[src/design/mbb_pkg.sv]
// shared constants and types for the masked 2x2 box blur
package mbb_pkg;

   localparam int MAX_WIDTH = 2048;
   localparam int COL_W     = $clog2(MAX_WIDTH);
   localparam int FW_W      = 12;
   localparam int FH_W      = 16;
   localparam int WCMP_W    = (COL_W + 1 > FW_W) ? COL_W + 1 : FW_W;
   localparam int PIX_W     = 24;
   localparam int MASK_W    = 8;
   localparam int CSR_W     = 16;
   localparam int CHAN_W    = 8;
   localparam int SUM_W     = CHAN_W + 2;

   localparam logic [MASK_W-1:0] MASK_PASS     = 8'hFF;
   localparam logic [FW_W-1:0]   WIDTH_RESET   = 12'd640;
   localparam logic [FH_W-1:0]   HEIGHT_RESET  = 16'd480;

   typedef enum logic {
      REG_FRAME_WIDTH  = 1'b0,
      REG_FRAME_HEIGHT = 1'b1
   } csr_reg_type;

   // window position of one pixel as seen at acceptance
   typedef struct packed {
      logic             interior;
      logic [COL_W-1:0] idx;
   } pos_type;

endpackage

[src/design/mbb_scan.sv]
// frame size registers and raster column / row counters
module mbb_scan (
   input  logic                        clock,
   input  logic                        reset,
   input  logic                        csr_wr_en,
   input  logic                        csr_index,
   input  logic [mbb_pkg::CSR_W-1:0]   csr_wr_data,
   input  logic                        advance,
   output mbb_pkg::pos_type            pos
);
   import mbb_pkg::*;

   logic [FW_W-1:0]   width_ff;
   logic [FH_W-1:0]   height_ff;
   logic [COL_W-1:0]  col_ff;
   logic [COL_W-1:0]  col_in;
   logic [FH_W-1:0]   row_ff;
   logic [FH_W-1:0]   row_in;
   logic [WCMP_W-1:0] w_eff;
   logic [WCMP_W-1:0] col_next;
   logic [FH_W:0]     h_eff;
   logic [FH_W:0]     row_next;
   logic              col_last;

   always_ff @(posedge clock) begin
      if (reset) begin
         width_ff  <= WIDTH_RESET;
         height_ff <= HEIGHT_RESET;
      end else if (csr_wr_en) begin
         unique case (csr_reg_type'(csr_index))
            REG_FRAME_WIDTH:  width_ff  <= csr_wr_data[FW_W-1:0];
            REG_FRAME_HEIGHT: height_ff <= csr_wr_data[FH_W-1:0];
         endcase
      end
   end

   // zero size counts as one, width saturates at the line memory depth
   always_comb begin
      priority if (width_ff == '0) begin
         w_eff = WCMP_W'(1);
      end else if (WCMP_W'(width_ff) > WCMP_W'(MAX_WIDTH)) begin
         w_eff = WCMP_W'(MAX_WIDTH);
      end else begin
         w_eff = WCMP_W'(width_ff);
      end
      h_eff    = (height_ff == '0) ? (FH_W+1)'(1) : {1'b0, height_ff};
      col_next = WCMP_W'(col_ff) + WCMP_W'(1);
      row_next = {1'b0, row_ff} + (FH_W+1)'(1);
      col_last = col_next >= w_eff;
   end

   always_comb begin
      col_in = col_ff;
      row_in = row_ff;
      if (advance) begin
         if (col_last) begin
            col_in = '0;
            row_in = (row_next >= h_eff) ? '0 : row_next[FH_W-1:0];
         end else begin
            col_in = col_next[COL_W-1:0];
         end
      end
   end

   always_ff @(posedge clock) begin
      if (reset) begin
         col_ff <= '0;
         row_ff <= '0;
      end else begin
         col_ff <= col_in;
         row_ff <= row_in;
      end
   end

   assign pos.interior = (row_ff != '0) && (row_next < h_eff) &&
                         (col_ff != '0) && !col_last;
   assign pos.idx      = col_ff;

endmodule

[config.mk]
export PLATFORM = sky130hd
export DESIGN_NAME = mbb_scan
export DESIGN_NICKNAME = d
export VERILOG_FILES = /design/src/design/mbb_pkg.sv /design/src/design/mbb_scan.sv
export SDC_FILE = /design/constraint.sdc
export NUM_CORES = 1
export LEC_CHECK = 0
export BUFFER_PORTS_ARGS = -buffer_cell sky130_fd_sc_hd__buf_2
export CORE_ASPECT_RATIO = 0.9
export CORE_UTILIZATION = 35
export DETAILED_ROUTE_END_ITERATION = 12
export GPL_TIMING_DRIVEN = 0
export PLACE_DENSITY = 0.51
export SETUP_SLACK_MARGIN = 0.15
export SLEW_MARGIN = 25
export SYNTH_ARGS = -nofsm -noshare
export SYNTH_HDL_FRONTEND = slang
export SYNTH_SLANG_ARGS = --single-unit
[constraint.sdc]
create_clock -name clock -period 6.2 [get_ports clock]
set_clock_uncertainty 0.2 [all_clocks]
set_input_delay 0.93 -clock clock [delete_from_list [all_inputs] [get_ports clock]]
set_output_delay 0.93 -clock clock [all_outputs]
set_load 0.05 [all_outputs]
==> impl_metrics.json <==
{
  "status": "finished clean",
  "antenna_left": 0,
  "fmaxAchievable_mhz": 196,
  "netlist-cell-type-count": 60,
  "nets": 493,
  "grt_pass1_vias": 2799,
  "worstPathRequired_ps": 5070,
  "cts_setup_buffers": 0,
  "gp_congestion": 0.781,
  "drc": 0,
  "cts_tree": "built",
  "max_stage_delay_ps": 470,
  "ys_seq_elements": 55,
  "wl_per_cell_um": 15.0,
  "tightest_slew_ps": 754,
  "cp.depth": 14,
  "clkSlewWorstSetupHoldPaths_ps": 100,
  "avgSynthCellArea_um2": 8.49,
  "slew_headroom_pct": 49.6,
  "die_w_um": 106,
  "overflow": 0,
  "syn-num-nets": 455,
  "core_mm2": 0.00929,
  "slowest_stage": "dfxtp_1",
  "numCtsBuffers": 5,
  "synthTopCellsByCount": "nand2_1 (82), dfxtp_1 (55), ha_1 (32)",
  "ys_warn_count": 0,
  "async_reset_ff_share_pct": 0,
  "area_delta_synth_final_pct": 12.0,
  "fin_total_pwr_mw": 0.729,
  "min_period_ps": 5110,
  "die_area_mm2": 0.0102,
  "hpwl_um": 6540,
  "antenna_cells": 0,
  "drive_above_1_share_pct": 14.5,
  "vias": 2936,
  "peakVddDrop_mv": 0.0981,
  "hold_viol": 0,
  "routed_wl_um": 8450,
  "yosysMostFrequentCell": "nand2_1",
  "final_util_pct": 41.2,
  "crit_type": "flop to output pin",
  "slew_violations": 0,
  "dp.cells": 555,
  "synthFlopType": "dfxtp_1",
  "grt_pass1_wl_um": 13900,
  "worstSetupStartpointType": "flop",
  "numClockSinks": 55,
  "critical_path.top_delay_family": "simple AND/OR/NAND/NOR gates",
  "maxCapViolations": 0,
  "fin_crit_sh_pct": 82.4,
  "synth_area_leader_cell": "dfxtp_1",
  "clockBufferDepth": 2,
  "finalSetupViolCount": 0,
  "rows": 33,
  "io_pins": 33,
  "portBuffers": 31,
  "synth_edf_count": 0,
  "crit_chain": "ha_1 > and3_1 > and3_1 > and3_1 > nand3_1 > xnor2_1 > ha_1 > nand2_1 > o21ai_2 > a2111o_1 > o22a_1 > buf_6 > nor3_1 > buf_2",
  "htreeDepth": 2,
  "antenna_found_initial": 0,
  "critPathMostFrequentCell": "and3_1",
  "dieHeight_um": 95.7,
  "drt-initial-drc-count": 91,
  "worst-endpoint-arrival_ps": 3980,
  "vias_per_cell": 5.22,
  "clock_latency_ps": 310,
  "synth_area_leaders": "dfxtp_1 (32%), ha_1 (12%), nand2_1 (9.0%)",
  "syn_area_mm2": 0.00341,
  "ys_seq_area_share_pct": 32.3,
  "cp_num_buf_inv": 2,
  "hp-class": "flop to flop",
  "cts-resized-gates": 0,
  "fin_setup_tns_ps": 0,
  "min_path_cells": 2,
  "cts.hold.buffers_added": 0,
  "reg2reg_depth": 14,
  "grt_max_degree": 16,
  "leakage_nw": 1.70,
  "powerDensity_mw_per_mm2": 191,
  "rsz0062_at_grt": "no",
  "synthesis.instances": 402,
  "grt_usage_pct": 17.6,
  "synth.top_cell.area_share_pct": 32.3,
  "path_max_fanout": 10,
  "first_pass_iters": 4,
  "cts-root-buf": "clkbuf_8",
  "start_util_pct": 36.7,
  "final-instance-count-excl-fill": 562,
  "cp-end-kind": "output pin"
}
[layout make-up]
type / instances / area, um2
flip-flops and latches: 55 / 1100
repair buffers: 31 / 155
clock inverters: 1 / 30.0
plain buffers: 16 / 80.1
inverters: 30 / 113
clock buffers: 6 / 72.6
well taps: 122 / 153
fillers: 967 / 5470
multi-input cells: 301 / 2120
[layout by cell type (no fill, tap or decap), types with 3 or more instances in the layout]
cell type,instances
nor2b_1,3
ha_1,32
a21oi_1,30
dfxtp_1,55
xor2_1,11
o41ai_1,4
nand4_1,6
o211ai_1,5
buf_4,3
a41o_1,4
clkbuf_1,11
inv_1,29
nor4_1,11
a31o_1,4
nand2_1,82
nor3_1,4
xnor2_1,12
clkbuf_8,5
nand3_1,10
buf_2,32
nor4b_1,3
a22o_1,15
and3_1,9
nor2_1,13
[state kept, by name, summed over array words and instances (netlist names)]
signal	flops
col_ff	11
height_ff	16
width_ff	12
row_ff	16
[per-layer routing]
layer	routed length (um)	share of wire [%]	vias up	track usage (%)
met5	0	0	-	0
met4	95	1.1	0	4.05
met3	238	2.8	6	2.67
met2	3580	42	45	27.7
met1	4540	54	1372	25.1
li1	-	-	1513	-
[final timing paths]
| check | startpoint | to | slack, ps |
|---|---|---|---|
| setup / recovery | col_ff[0]$_SDFFE_PP0P_ | pos[11] | 1090 |
| setup reg to reg | col_ff[0]$_SDFFE_PP0P_ | col_ff[3]$_SDFFE_PP0P_ | 2190 |
| hold reg to reg | width_ff[0]$_SDFFE_PP0P_ | width_ff[0]$_SDFFE_PP0P_ | 280 |
| hold / removal | width_ff[0]$_SDFFE_PP0P_ | width_ff[0]$_SDFFE_PP0P_ | 280 |
[tightest hold or removal path, cell delays in order, from the launching register on]
cell	delay (ps)
dfxtp_1	330
nand2_1	60
a21oi_1	50
[report_power, final]
part           switching [mW]  internal, mW
registers              0.0106         0.365
logic                  0.0697        0.0455
clock network           0.119         0.119
total                   0.199         0.529
[cells by family (layout without fill, tap and decap cells)]
logic type | Yosys count | after routing | share of synthesized area (%)
AND/OR/NAND/NOR | 156 | 156 | 23.1
AO/OA/AOI/OAI | 88 | 88 | 20.7
flip-flops | 55 | 55 | 32.3
buffers and inverters | 46 | 84 | 5.64
adder cells (fa/ha/maj) | 32 | 32 | 11.7
XOR/XNOR | 23 | 23 | 5.90
multiplexers | 2 | 2 | 0.660
[metrics by stage]
stage	setup slack (ps)	hold WS [ps]	cell area, um2
6_report	1090	278	3820
3_5_place_dp	1500	256	3720
2_1_floorplan	864	236	3410
3_3_place_gp	1460	258	3720
5_1_grt	843	304	3820
4_1_cts	1120	273	3820
Power figures use the tool's default switching activity.
