**config.mk**
```make
export PLATFORM = sky130hd
export DESIGN_NAME = mbb_blur
export DESIGN_NICKNAME = d
export VERILOG_FILES = /design/src/design/mbb_pkg.sv /design/src/design/mbb_blur.sv
export SDC_FILE = /design/constraint.sdc
export NUM_CORES = 1
export LEC_CHECK = 0
export ABC_AREA = 1
export CAP_MARGIN = 20
export CORE_MARGIN = 2
export CORE_UTILIZATION = 64
export DETAILED_ROUTE_END_ITERATION = 6
export DONT_BUFFER_PORTS = 1
export PLACE_DENSITY_LB_ADDON = 0.2
export SLEW_MARGIN = 10
export SYNTH_ARGS = -nofsm -noshare
export SYNTH_HDL_FRONTEND = slang
export SYNTH_SLANG_ARGS = --single-unit
```
**constraint.sdc**
```tcl
create_clock -name vclk -period 7.15
set_input_delay 1.0725 -clock vclk [all_inputs]
set_output_delay 1.0725 -clock vclk [all_outputs]
set_load 0.02 [all_outputs]
```
**src/design/mbb_pkg.sv**
```systemverilog
// shared constants and types for the masked 2x2 box blur
package mbb_pkg;

   localparam int MAX_WIDTH = 2048;
   localparam int COL_W     = $clog2(MAX_WIDTH);
   localparam int FW_W      = 12;
   localparam int FH_W      = 16;
   localparam int WCMP_W    = (COL_W + 1 > FW_W) ? COL_W + 1 : FW_W;
   localparam int PIX_W     = 24;
   localparam int MASK_W    = 8;
   localparam int CSR_W     = 16;
   localparam int CHAN_W    = 8;
   localparam int SUM_W     = CHAN_W + 2;

   localparam logic [MASK_W-1:0] MASK_PASS     = 8'hFF;
   localparam logic [FW_W-1:0]   WIDTH_RESET   = 12'd640;
   localparam logic [FH_W-1:0]   HEIGHT_RESET  = 16'd480;

   typedef enum logic {
      REG_FRAME_WIDTH  = 1'b0,
      REG_FRAME_HEIGHT = 1'b1
   } csr_reg_type;

   // window position of one pixel as seen at acceptance
   typedef struct packed {
      logic             interior;
      logic [COL_W-1:0] idx;
   } pos_type;

endpackage

```
**src/design/mbb_blur.sv**
```systemverilog
// 2x2 window sum, divide by four and pass-through selection
module mbb_blur (
   input  logic [mbb_pkg::PIX_W-1:0] upleft,
   input  logic [mbb_pkg::PIX_W-1:0] up,
   input  logic [mbb_pkg::PIX_W-1:0] left,
   input  logic [mbb_pkg::PIX_W-1:0] cur,
   input  logic [mbb_pkg::PIX_W-1:0] pixel,
   input  logic                      interior,
   output logic [mbb_pkg::PIX_W-1:0] result
);
   import mbb_pkg::*;

   localparam int NCH = PIX_W / CHAN_W;

   logic [SUM_W-1:0]  sum [NCH];
   logic [PIX_W-1:0]  avg;
   logic              any_set;

   always_comb begin
      any_set = 1'b0;
      for (int c = 0; c < NCH; c++) begin
         sum[c] = SUM_W'(upleft[c*CHAN_W +: CHAN_W]) + SUM_W'(up[c*CHAN_W +: CHAN_W]) +
                  SUM_W'(left[c*CHAN_W +: CHAN_W]) + SUM_W'(cur[c*CHAN_W +: CHAN_W]);
         avg[c*CHAN_W +: CHAN_W] = sum[c][SUM_W-1:2];
         any_set = any_set | (sum[c] != '0);
      end
      result = (interior && any_set) ? avg : pixel;
   end

endmodule

```
==> impl_results.html, run 1 <==
<table>
<tr><th>Metric</th><th>Value</th></tr>
<tr><th colspan="2">GRT</th></tr>
<tr><td>Total global routing track utilization</td><td>23.4%</td></tr>
<tr><td>Wire length of the first global-routing pass</td><td>8.56 mm</td></tr>
<tr><td>Pin count of the biggest net entering global routing</td><td>26</td></tr>
<tr><td>Vias in the first global route</td><td>2043</td></tr>
<tr><td>Total grt overflow</td><td>0</td></tr>
<tr><td>Initial antenna violation count</td><td>0</td></tr>
<tr><th colspan="2">Timing</th></tr>
<tr><td>Slew headroom</td><td>80.8%</td></tr>
<tr><td>Final Hold Vio Count</td><td>0</td></tr>
<tr><td>Slew Viols, Final</td><td>0</td></tr>
<tr><td>Maximum frequency from static timing analysis</td><td>180 MHz</td></tr>
<tr><td>Transition time at the pin with the least slew margin</td><td>0.287 ns</td></tr>
<tr><td>Post-layout minimum cycle time</td><td>5.57 ns</td></tr>
<tr><td>Unrepaired setup endpoints after global routing</td><td>false</td></tr>
<tr><td>Final clock period utilization by the worst path</td><td>77.9%</td></tr>
<tr><td>Total of endpoints with negative setup slack in the final report</td><td>0</td></tr>
<tr><td>WHS</td><td>2.32 ns</td></tr>
<tr><td>Setup TNS Final</td><td>0 ns</td></tr>
<tr><th colspan="2">Worst setup path</th></tr>
<tr><td>Buf/Inv on CP</td><td>1</td></tr>
<tr><td>Crit path kind</td><td>input pin to primary output</td></tr>
<tr><td>Family with the most delay on the worst path</td><td>simple AND/OR/NAND/NOR gates</td></tr>
<tr><td>Required time at the endpoint of the critical path</td><td>6.08 ns</td></tr>
<tr><td>Critical-path maximum fanout</td><td>25</td></tr>
<tr><td>CP cell instances</td><td>fa_1 &gt; fa_1 &gt; ha_1 &gt; inv_1 &gt; fa_1 &gt; nand3b_1 &gt; nand2_1 &gt; nand2_1 &gt; nand2_1 &gt; nand2_1 &gt; nand2_1 &gt; nand4_1 &gt; nor2_2 &gt; nand3_4 &gt; nand2_4 &gt; nand2_1 &gt; nand2_1</td></tr>
<tr><td>Crit-path slowest cell</td><td>sky130_fd_sc_hd__fa_1</td></tr>
<tr><td>Endpoint class of the critical path</td><td>primary output</td></tr>
<tr><td>Worst setup SP type</td><td>input pin</td></tr>
<tr><td>Arrival time at the worst endpoint</td><td>4.50 ns</td></tr>
<tr><td>Critical path's most frequent cell</td><td>sky130_fd_sc_hd__nand2_1</td></tr>
<tr><td>Largest stage delay on the critical path</td><td>0.51 ns</td></tr>
<tr><th colspan="2">Power and ir drop</th></tr>
<tr><td>Power density over the cells</td><td>221 nW/um^2</td></tr>
<tr><td>Overall power after layout</td><td>592 uW</td></tr>
<tr><td>Peak VDD IR</td><td>144 uV</td></tr>
<tr><td>Static leakage</td><td>1.49 nW</td></tr>
<tr><th colspan="2">Finish</th></tr>
<tr><td>Total area of sequential cells</td><td>0 sq um</td></tr>
<tr><td>Most common cell after layout, fill and taps aside</td><td>sky130_fd_sc_hd__nand2_1</td></tr>
<tr><td>Area overhead of the layout relative to synthesis</td><td>0.706%</td></tr>
<tr><td>Number of clock buffer instances in the layout</td><td>0</td></tr>
<tr><td>Most frequent cells in the layout</td><td>sky130_fd_sc_hd__nand2_1 (121), sky130_fd_sc_hd__inv_1 (63), sky130_fd_sc_hd__nand3_1 (50)</td></tr>
<tr><td>Num sequential</td><td>0</td></tr>
<tr><td>Final non-filler cell total</td><td>423</td></tr>
<tr><td>Final #Nets</td><td>571</td></tr>
<tr><td>Fraction of final layout cells with drive strength greater than 1</td><td>3.22%</td></tr>
<tr><td>Antenna cell count</td><td>0</td></tr>
<tr><th colspan="2">Routing</th></tr>
<tr><td>Number of detailed-route iterations in the first pass</td><td>4</td></tr>
<tr><td>Wirelength per Cell</td><td>13.1 um</td></tr>
<tr><td>Number of DRC markers after the initial detailed-route iteration</td><td>126</td></tr>
<tr><td>Post-detailed-route count of antenna-violating nets</td><td>0</td></tr>
<tr><td>Vias per cell</td><td>5.60</td></tr>
<tr><td>Overall via count from detail_route</td><td>2370</td></tr>
<tr><td>Drt drc</td><td>0</td></tr>
<tr><td>Total length of routed wires</td><td>5.54 mm</td></tr>
<tr><th colspan="2">Synthesis</th></tr>
<tr><td>Post-synthesis instance total</td><td>380</td></tr>
<tr><td>Simple-gate portion of the synthesized area</td><td>34.5%</td></tr>
<tr><td>Number of nets produced by synthesis</td><td>576</td></tr>
<tr><td>Post-synthesis mux area share</td><td>0%</td></tr>
<tr><td>Number of different library cells in the post-synthesis netlist</td><td>26</td></tr>
<tr><td>Post-synthesis cell area</td><td>2660 sq um</td></tr>
<tr><td>Post-Syn Area per Cell</td><td>7.00 sq um</td></tr>
<tr><td>Part of the Yosys area used for sequential elements</td><td>0%</td></tr>
<tr><td>Arithmetic-cell share of the synthesized area counting full adders, half adders and majority gates</td><td>48.8%</td></tr>
<tr><td>Post-synthesis share of cell area spent on xor and xnor gates</td><td>0.988%</td></tr>
<tr><td>Compound-gate portion of the synthesized area</td><td>4.80%</td></tr>
<tr><td>Synth warnings</td><td>0</td></tr>
<tr><td>Largest family of logic cells by synthesized area</td><td>adder cells</td></tr>
<tr><th colspan="2">Floorplan</th></tr>
<tr><td>X dimension of the die</td><td>68.5 um</td></tr>
<tr><td>Effective utilization at floorplan</td><td>66.5%</td></tr>
<tr><td>Number of rows created at floorplan</td><td>23</td></tr>
<tr><td>I/O pin total</td><td>145</td></tr>
<tr><td>Total Die Area</td><td>4690 sq um</td></tr>
<tr><td>Die Y-Extent</td><td>68.5 um</td></tr>
<tr><td>Core footprint</td><td>4000 sq um</td></tr>
<tr><th colspan="2">Clock network</th></tr>
<tr><td>Post-cts hold buffer count</td><td>0</td></tr>
<tr><td>Number of post-CTS setup repair buffers</td><td>0</td></tr>
<tr><td>Number of gates resized after cts</td><td>0</td></tr>
<tr><th colspan="2">Placement</th></tr>
<tr><td>DPL Wire Length</td><td>5.03 mm</td></tr>
<tr><td>Last weighted congestion value of the routability-driven placer</td><td>0.889</td></tr>
<tr><td>Placed insts</td><td>423</td></tr>
<tr><td>I/O Buffers</td><td>0</td></tr>
<tr><th colspan="2">Job</th></tr>
<tr><td>Reported max-cap violation count</td><td>0</td></tr>
<tr><th colspan="2">Min path</th></tr>
<tr><td>Cell depth of the worst min-delay path</td><td>2</td></tr>
<tr><td>Hold Crit Class</td><td>input pin to primary output</td></tr>
<tr><td>Worst hold endpoint</td><td>result[2]</td></tr>
<tr><td>Startpoint of the lowest-slack hold path</td><td>pixel[2]</td></tr>
<tr><th colspan="2">Run status</th></tr>
<tr><td>Status</td><td>finished, final reports clean</td></tr>
</table>
[per-stage QoR]
stage / util (%) / worst slack (ns) / instance area, sq um
4_1_cts: 66.9 / 1.58 / 2680
5_1_grt: 66.9 / 1.29 / 2680
3_3_place_gp: 66.9 / 1.74 / 2680
3_5_place_dp: 66.9 / 1.59 / 2680
6_report: 66.9 / 1.58 / 2680
2_1_floorplan: - / 2.14 / 2660
[power by group]
group / switching [mW] / internal [mW] / leakage [nW]
clock: 0 / 0 / 0
sequential: 0 / 0 / 0
combinational: 0.377 / 0.215 / 1.49
[final cells by class]
type,count,area (sq um)
Tap cell,50,62.6
Fill cell,366,1320
Multi-Input combinational cell,308,2370
Inverter,65,244
[how the worst max path moves through the flow]
stage,startpoint,end,cells past startpoint
final,upleft[17],result[12],17
after global placement,upleft[17],result[12],17
after CTS,upleft[17],result[12],17
after floorplan,upleft[17],result[10],18
after global routing,upleft[17],result[12],17
after detailed placement,upleft[17],result[12],17
[routing by layer]
layer	vias up	part of all wire, %	global-route usage, %
met5	-	0	0
met4	0	0.65	2.50
met3	4	6.1	0.987
met2	97	53	44.6
met1	1085	40	29.9
li1	1184	-	-
[cells by family (layout without fill, tap and decap cells)]
logic type / after synthesis / count (layout)
fa+ha+maj: 75 / 75
buf+inv: 72 / 65
simple gates: 206 / 206
compound gates: 24 / 24
xor+xnor: 3 / 3
[cells in the mapped netlist (all sizes together)]
cell type | number | area share [%]
nand3b | 2 | 0.56
xor2 | 2 | 0.66
nand4 | 8 | 2.1
nor3 | 2 | 0.38
inv | 65 | 9.2
xnor2 | 1 | 0.33
nor3b | 1 | 0.28
a21oi | 18 | 3.4
ha | 27 | 13
nor2 | 16 | 2.5
or2 | 2 | 0.47
nand3 | 52 | 10
nand2 | 123 | 18
fa | 48 | 36
buf | 7 | 1.6
o21ai | 3 | 0.56
o21a | 3 | 0.85
Power figures use the tool's default switching activity.
==> run 2, diff against run 1 <==
Clock period 7.15 ns to 5.3 ns, I/O delays scaled along.
==> impl_results.html, run 2 (synthesis results as in run 1) <==
<table>
<tr><th>Metric</th><th>Value</th></tr>
<tr><th colspan="2">Routing</th></tr>
<tr><td>Post-detailed-route count of antenna-violating nets</td><td>0</td></tr>
<tr><td>Vias per cell</td><td>5.61</td></tr>
<tr><td>Total length of routed wires</td><td>5.53 mm</td></tr>
<tr><td>Number of DRC markers after the initial detailed-route iteration</td><td>107</td></tr>
<tr><td>Wirelength per Cell</td><td>13.1 um</td></tr>
<tr><td>Number of detailed-route iterations in the first pass</td><td>4</td></tr>
<tr><td>Drt drc</td><td>0</td></tr>
<tr><td>Overall via count from detail_route</td><td>2374</td></tr>
<tr><th colspan="2">Finish</th></tr>
<tr><td>Area overhead of the layout relative to synthesis</td><td>0.706%</td></tr>
<tr><td>Total area of sequential cells</td><td>0 sq um</td></tr>
<tr><td>Most frequent cells in the layout</td><td>sky130_fd_sc_hd__nand2_1 (121), sky130_fd_sc_hd__inv_1 (63), sky130_fd_sc_hd__nand3_1 (50)</td></tr>
<tr><td>Antenna cell count</td><td>0</td></tr>
<tr><td>Number of clock buffer instances in the layout</td><td>0</td></tr>
<tr><td>Final #Nets</td><td>571</td></tr>
<tr><td>Post-route core utilization</td><td>66.9%</td></tr>
<tr><td>Num sequential</td><td>0</td></tr>
<tr><td>Fraction of final layout cells with drive strength greater than 1</td><td>3.22%</td></tr>
<tr><td>Most common cell after layout, fill and taps aside</td><td>sky130_fd_sc_hd__nand2_1</td></tr>
<tr><th colspan="2">Power and ir drop</th></tr>
<tr><td>Static leakage</td><td>1.49 nW</td></tr>
<tr><td>Peak VDD IR</td><td>174 uV</td></tr>
<tr><td>Power density over the cells</td><td>299 nW/um^2</td></tr>
<tr><td>Overall power after layout</td><td>800 uW</td></tr>
<tr><th colspan="2">Floorplan</th></tr>
<tr><td>Total Die Area</td><td>4690 sq um</td></tr>
<tr><td>Die Y-Extent</td><td>68.5 um</td></tr>
<tr><td>Effective utilization at floorplan</td><td>66.5%</td></tr>
<tr><td>I/O pin total</td><td>145</td></tr>
<tr><td>Number of rows created at floorplan</td><td>23</td></tr>
<tr><td>X dimension of the die</td><td>68.5 um</td></tr>
<tr><td>Core footprint</td><td>4000 sq um</td></tr>
<tr><th colspan="2">Timing</th></tr>
<tr><td>Post-layout minimum cycle time</td><td>4.99 ns</td></tr>
<tr><td>Setup TNS Final</td><td>0 ns</td></tr>
<tr><td>Slew Viols, Final</td><td>0</td></tr>
<tr><td>Transition time at the pin with the least slew margin</td><td>0.282 ns</td></tr>
<tr><td>Final Hold Vio Count</td><td>0</td></tr>
<tr><td>Final worst slack</td><td>0.306 ns</td></tr>
<tr><td>Slew headroom</td><td>81.2%</td></tr>
<tr><td>Unrepaired setup endpoints after global routing</td><td>false</td></tr>
<tr><td>Final clock period utilization by the worst path</td><td>94.2%</td></tr>
<tr><td>WHS</td><td>1.76 ns</td></tr>
<tr><td>Maximum frequency from static timing analysis</td><td>200 MHz</td></tr>
<tr><td>Total of endpoints with negative setup slack in the final report</td><td>0</td></tr>
<tr><th colspan="2">GRT</th></tr>
<tr><td>Wire length of the first global-routing pass</td><td>8.47 mm</td></tr>
<tr><td>M2 GR Usage</td><td>43.1%</td></tr>
<tr><td>Initial antenna violation count</td><td>0</td></tr>
<tr><td>Total grt overflow</td><td>0</td></tr>
<tr><td>Vias in the first global route</td><td>2105</td></tr>
<tr><td>Pin count of the biggest net entering global routing</td><td>26</td></tr>
<tr><td>GR peak layer</td><td>met2</td></tr>
<tr><td>Met1 Use GR</td><td>29.9%</td></tr>
<tr><td>Global Route met3 Usage</td><td>0.493%</td></tr>
<tr><td>Total global routing track utilization</td><td>23.1%</td></tr>
<tr><th colspan="2">Worst setup path</th></tr>
<tr><td>Worst setup SP type</td><td>input pin</td></tr>
<tr><td>Endpoint class of the critical path</td><td>primary output</td></tr>
<tr><td>Critical-path maximum fanout</td><td>25</td></tr>
<tr><td>Crit path kind</td><td>input pin to primary output</td></tr>
<tr><td>Required time at the endpoint of the critical path</td><td>4.51 ns</td></tr>
<tr><td>Arrival time at the worst endpoint</td><td>4.20 ns</td></tr>
<tr><th colspan="2">Placement</th></tr>
<tr><td>I/O Buffers</td><td>0</td></tr>
<tr><td>Last weighted congestion value of the routability-driven placer</td><td>0.871</td></tr>
<tr><td>DPL Wire Length</td><td>5.00 mm</td></tr>
<tr><td>Pre-CTS worst setup slack</td><td>0.324 ns</td></tr>
<tr><th colspan="2">Min path</th></tr>
<tr><td>Hold Crit Class</td><td>input pin to primary output</td></tr>
<tr><th colspan="2">Clock network</th></tr>
<tr><td>Number of post-CTS setup repair buffers</td><td>0</td></tr>
<tr><td>Post-cts hold buffer count</td><td>0</td></tr>
<tr><td>Number of gates resized after cts</td><td>0</td></tr>
<tr><th colspan="2">Run status</th></tr>
<tr><td>Status</td><td>finished, final reports clean</td></tr>
<tr><th colspan="2">Job</th></tr>
<tr><td>Reported max-cap violation count</td><td>0</td></tr>
</table>
run 2: cell counts in the layout (fill, tap and decap cells not counted):
No cell type changed its count.
run 2: final cells by class:
class              instances  area (sq um)
inverters                 65           244
multi-input cells        308          2370
well taps                 50          62.6
fillers                  348          1320
run 2: final timing paths:
kind | startpoint | endpoint | slack, ns | cells past startpoint
max | upleft[17] | result[12] | 0.31 | 17
min | pixel[2] | result[2] | 1.76 | 2
run 2: critical path, cell delays in order:
cell                       delay [ns]
sky130_fd_sc_hd__fa_1            0.50
sky130_fd_sc_hd__fa_1            0.50
sky130_fd_sc_hd__ha_1            0.19
sky130_fd_sc_hd__inv_1           0.07
sky130_fd_sc_hd__fa_1            0.44
sky130_fd_sc_hd__nand3b_1        0.19
sky130_fd_sc_hd__nand2_1         0.12
sky130_fd_sc_hd__nand2_1         0.07
sky130_fd_sc_hd__nand2_1         0.06
sky130_fd_sc_hd__nand2_1         0.04
sky130_fd_sc_hd__nand2_1         0.08
sky130_fd_sc_hd__nand4_1         0.10
sky130_fd_sc_hd__nor2_2          0.14
sky130_fd_sc_hd__nand3_4         0.25
sky130_fd_sc_hd__nand2_4         0.33
sky130_fd_sc_hd__nand2_1         0.12
sky130_fd_sc_hd__nand2_1         0.21
run 2: power breakdown:
part / internal (mW) / total, mW / switching, mW
clock: 0 / 0 / 0
sequential: 0 / 0 / 0
combinational: 0.289 / 0.800 / 0.510
run 2: metal layers:
layer | up-vias | share of wire (%)
met3 | 8 | 5.8
met2 | 106 | 51
met5 | - | 0
met1 | 1075 | 41
li1 | 1185 | -
met4 | 0 | 1.7
run 2: per-stage QoR:
step	instance area, sq um	std cells
after floorplan	2660	380
after global placement	2680	423
after detailed placement	2680	423
after CTS	2680	423
after global routing	2680	423
final	2680	423
==> run 3, diff against run 2 <==
Settings changed: ABC_AREA 1 to unset, CORE_UTILIZATION 64 to 50.
==> impl_results.html, run 3 <==
<table>
<tr><th>Metric</th><th>Value</th></tr>
<tr><th colspan="2">Run status</th></tr>
<tr><td>Status</td><td>finished, final reports clean</td></tr>
<tr><th colspan="2">Worst setup path</th></tr>
<tr><td>Largest stage delay on the critical path</td><td>0.54 ns</td></tr>
<tr><td>Critical-path maximum fanout</td><td>11</td></tr>
<tr><td>Start point of the critical path</td><td>upleft[1]</td></tr>
<tr><td>CP cell instances</td><td>fa_1 &gt; fa_1 &gt; ha_1 &gt; fa_1 &gt; a211oi_2 &gt; o21ai_0 &gt; a21o_1 &gt; nor4_2 &gt; nand4_1 &gt; or2_4 &gt; o221ai_1 &gt; buf_4</td></tr>
<tr><td>Critical path's most frequent cell</td><td>sky130_fd_sc_hd__fa_1</td></tr>
<tr><td>Crit path kind</td><td>input pin to primary output</td></tr>
<tr><td>Worst setup SP type</td><td>input pin</td></tr>
<tr><td>Required time at the endpoint of the critical path</td><td>4.51 ns</td></tr>
<tr><td>Arrival time at the worst endpoint</td><td>4.26 ns</td></tr>
<tr><td>Crit-path slowest cell</td><td>sky130_fd_sc_hd__fa_1</td></tr>
<tr><td>Endpoint class of the critical path</td><td>primary output</td></tr>
<tr><th colspan="2">Floorplan</th></tr>
<tr><td>Die Y-Extent</td><td>77.8 um</td></tr>
<tr><td>Total Die Area</td><td>6060 sq um</td></tr>
<tr><td>I/O pin total</td><td>145</td></tr>
<tr><td>Core footprint</td><td>5170 sq um</td></tr>
<tr><td>Effective utilization at floorplan</td><td>52.7%</td></tr>
<tr><td>Number of rows created at floorplan</td><td>26</td></tr>
<tr><td>X dimension of the die</td><td>77.8 um</td></tr>
<tr><th colspan="2">Timing</th></tr>
<tr><td>Transition time at the pin with the least slew margin</td><td>0.384 ns</td></tr>
<tr><td>Unrepaired setup endpoints after global routing</td><td>false</td></tr>
<tr><td>Setup TNS Final</td><td>0 ns</td></tr>
<tr><td>Maximum frequency from static timing analysis</td><td>198 MHz</td></tr>
<tr><td>Slew headroom</td><td>74.3%</td></tr>
<tr><td>Final clock period utilization by the worst path</td><td>95.4%</td></tr>
<tr><td>Slew Viols, Final</td><td>0</td></tr>
<tr><td>Total of endpoints with negative setup slack in the final report</td><td>0</td></tr>
<tr><td>Final Hold Vio Count</td><td>0</td></tr>
<tr><td>Post-layout minimum cycle time</td><td>5.06 ns</td></tr>
<tr><th colspan="2">Routing</th></tr>
<tr><td>Number of DRC markers after the initial detailed-route iteration</td><td>103</td></tr>
<tr><td>Post-detailed-route count of antenna-violating nets</td><td>0</td></tr>
<tr><td>Number of detailed-route iterations in the first pass</td><td>4</td></tr>
<tr><td>Drt drc</td><td>0</td></tr>
<tr><td>Overall via count from detail_route</td><td>2211</td></tr>
<tr><td>Total length of routed wires</td><td>6.35 mm</td></tr>
<tr><td>Wirelength per Cell</td><td>16.9 um</td></tr>
<tr><td>Vias per cell</td><td>5.88</td></tr>
<tr><th colspan="2">Synthesis</th></tr>
<tr><td>Post-Syn Area per Cell</td><td>8.91 sq um</td></tr>
<tr><td>Yosys top cell area share</td><td>35.3%</td></tr>
<tr><td>Most used standard cells in the synthesized netlist</td><td>sky130_fd_sc_hd__fa_1 (48), sky130_fd_sc_hd__inv_1 (47), sky130_fd_sc_hd__nand2_1 (45)</td></tr>
<tr><td>Post-synthesis cell area</td><td>2730 sq um</td></tr>
<tr><td>Post-synthesis instance total</td><td>306</td></tr>
<tr><td>Part of the Yosys area used for sequential elements</td><td>0%</td></tr>
<tr><td>Most area-consuming cells after synthesis</td><td>sky130_fd_sc_hd__fa_1 (35%), sky130_fd_sc_hd__ha_1 (12%), sky130_fd_sc_hd__o221ai_2 (7.2%)</td></tr>
<tr><td>Number of different library cells in the post-synthesis netlist</td><td>48</td></tr>
<tr><td>Biggest area consumer among synthesized cells</td><td>sky130_fd_sc_hd__fa_1</td></tr>
<tr><td>Synth warnings</td><td>0</td></tr>
<tr><td>Number of nets produced by synthesis</td><td>502</td></tr>
<tr><td>Library cell with the highest instance count after synthesis</td><td>sky130_fd_sc_hd__fa_1</td></tr>
<tr><th colspan="2">Finish</th></tr>
<tr><td>Antenna cell count</td><td>0</td></tr>
<tr><td>Most common cell after layout, fill and taps aside</td><td>sky130_fd_sc_hd__fa_1</td></tr>
<tr><td>Number of clock buffer instances in the layout</td><td>0</td></tr>
<tr><td>Fraction of final layout cells with drive strength greater than 1</td><td>12.4%</td></tr>
<tr><td># fillers</td><td>471</td></tr>
<tr><td>Most frequent cells in the layout</td><td>sky130_fd_sc_hd__fa_1 (48), sky130_fd_sc_hd__inv_1 (47), sky130_fd_sc_hd__nand2_1 (45)</td></tr>
<tr><td>Area overhead of the layout relative to synthesis</td><td>4.78%</td></tr>
<tr><td>Final non-filler cell total</td><td>376</td></tr>
<tr><td>Num sequential</td><td>0</td></tr>
<tr><td>Final #Nets</td><td>504</td></tr>
<tr><td>Total area of sequential cells</td><td>0 sq um</td></tr>
<tr><th colspan="2">Min path</th></tr>
<tr><td>Startpoint of the lowest-slack hold path</td><td>interior</td></tr>
<tr><td>Cell depth of the worst min-delay path</td><td>1</td></tr>
<tr><td>Hold Crit Class</td><td>input pin to primary output</td></tr>
<tr><td>Worst hold endpoint</td><td>result[18]</td></tr>
<tr><th colspan="2">Placement</th></tr>
<tr><td>I/O Buffers</td><td>0</td></tr>
<tr><td>Last weighted congestion value of the routability-driven placer</td><td>0.867</td></tr>
<tr><td>DPL Wire Length</td><td>5.68 mm</td></tr>
<tr><td>Placed insts</td><td>375</td></tr>
<tr><th colspan="2">Power and ir drop</th></tr>
<tr><td>Power density over the cells</td><td>345 nW/um^2</td></tr>
<tr><td>Peak VDD IR</td><td>147 uV</td></tr>
<tr><td>Static leakage</td><td>1.28 nW</td></tr>
<tr><th colspan="2">Clock network</th></tr>
<tr><td>Number of post-CTS setup repair buffers</td><td>0</td></tr>
<tr><th colspan="2">GRT</th></tr>
<tr><td>Total global routing track utilization</td><td>20.2%</td></tr>
<tr><td>Wire length of the first global-routing pass</td><td>10.0 mm</td></tr>
<tr><td>M2 GR Usage</td><td>35.9%</td></tr>
<tr><td>Vias in the first global route</td><td>2140</td></tr>
<tr><td>GR peak layer</td><td>met2</td></tr>
<tr><td>Pin count of the biggest net entering global routing</td><td>41</td></tr>
<tr><td>Initial antenna violation count</td><td>0</td></tr>
<tr><td>Total grt overflow</td><td>0</td></tr>
<tr><td>Met1 Use GR</td><td>26.9%</td></tr>
<tr><td>Global Route met3 Usage</td><td>3.84%</td></tr>
<tr><th colspan="2">Job</th></tr>
<tr><td>Reported max-cap violation count</td><td>0</td></tr>
</table>
run 3: power breakdown:
group	internal (mW)	switching (mW)
Sequential	0	0
Clock	0	0
Combinational	0.399	0.588
Total	0.399	0.588
run 3: logic make-up after synthesis:
logic type | Yosys count | share of synthesized area, %
AND/OR/NAND/NOR | 89 | 16.1
XOR/XNOR | 16 | 5.14
AO/OA/AOI/OAI | 69 | 22.2
buffers and inverters | 55 | 8.13
multiplexers | 2 | 0.735
adder cells (fa/ha/maj) | 75 | 47.7
run 3: timing repair:
item	CTS	global route
hold buffers	0	0
setup endpoints to repair	0	23
gates resized for setup	0	5
run 3: per-layer routing:
metal	up-vias	routed length, um
met5	-	0
met1	1042	2590
met3	6	586
met2	101	3110
met4	0	56
li1	1062	-
run 3: cell type report:
type / instances / area, sq um / share of cell area (%)
tap: 70 / 87.6 / 3.07
timing repair buffer: 7 / 52.6 / 1.84
multi-input combinational: 252 / 2540 / 88.9
inverter: 47 / 176 / 6.18
run 3: worst max-delay path by stage:
stage	endpoint	depth (start not counted)
after floorplan	result[22]	12
after global placement	result[6]	12
after detailed placement	result[6]	12
after CTS	result[6]	12
after global routing	result[23]	12
final	result[23]	12
run 3: critical path: cells and delay by family:
family                     cells  cell delay, ns
AOI/OAI and AO/OA              4            0.79
adders and majority gates      4            1.62
and+or+nand+nor                3            0.87
buffers and inverters          1            0.17
run 3: through the flow:
step	instance area [sq um]	utilization (%)	setup WS (ns)	hold WS [ns]	power [mW]
after floorplan	2730	-	0.414	1.75	0.770
after global placement	2830	54.7	0.152	1.75	0.962
after detailed placement	2830	54.7	0.0984	1.75	0.973
after CTS	2830	54.7	0.0817	1.75	0.979
after global routing	2860	55.2	0.0163	1.75	1.09
final	2860	55.2	0.245	1.75	0.986
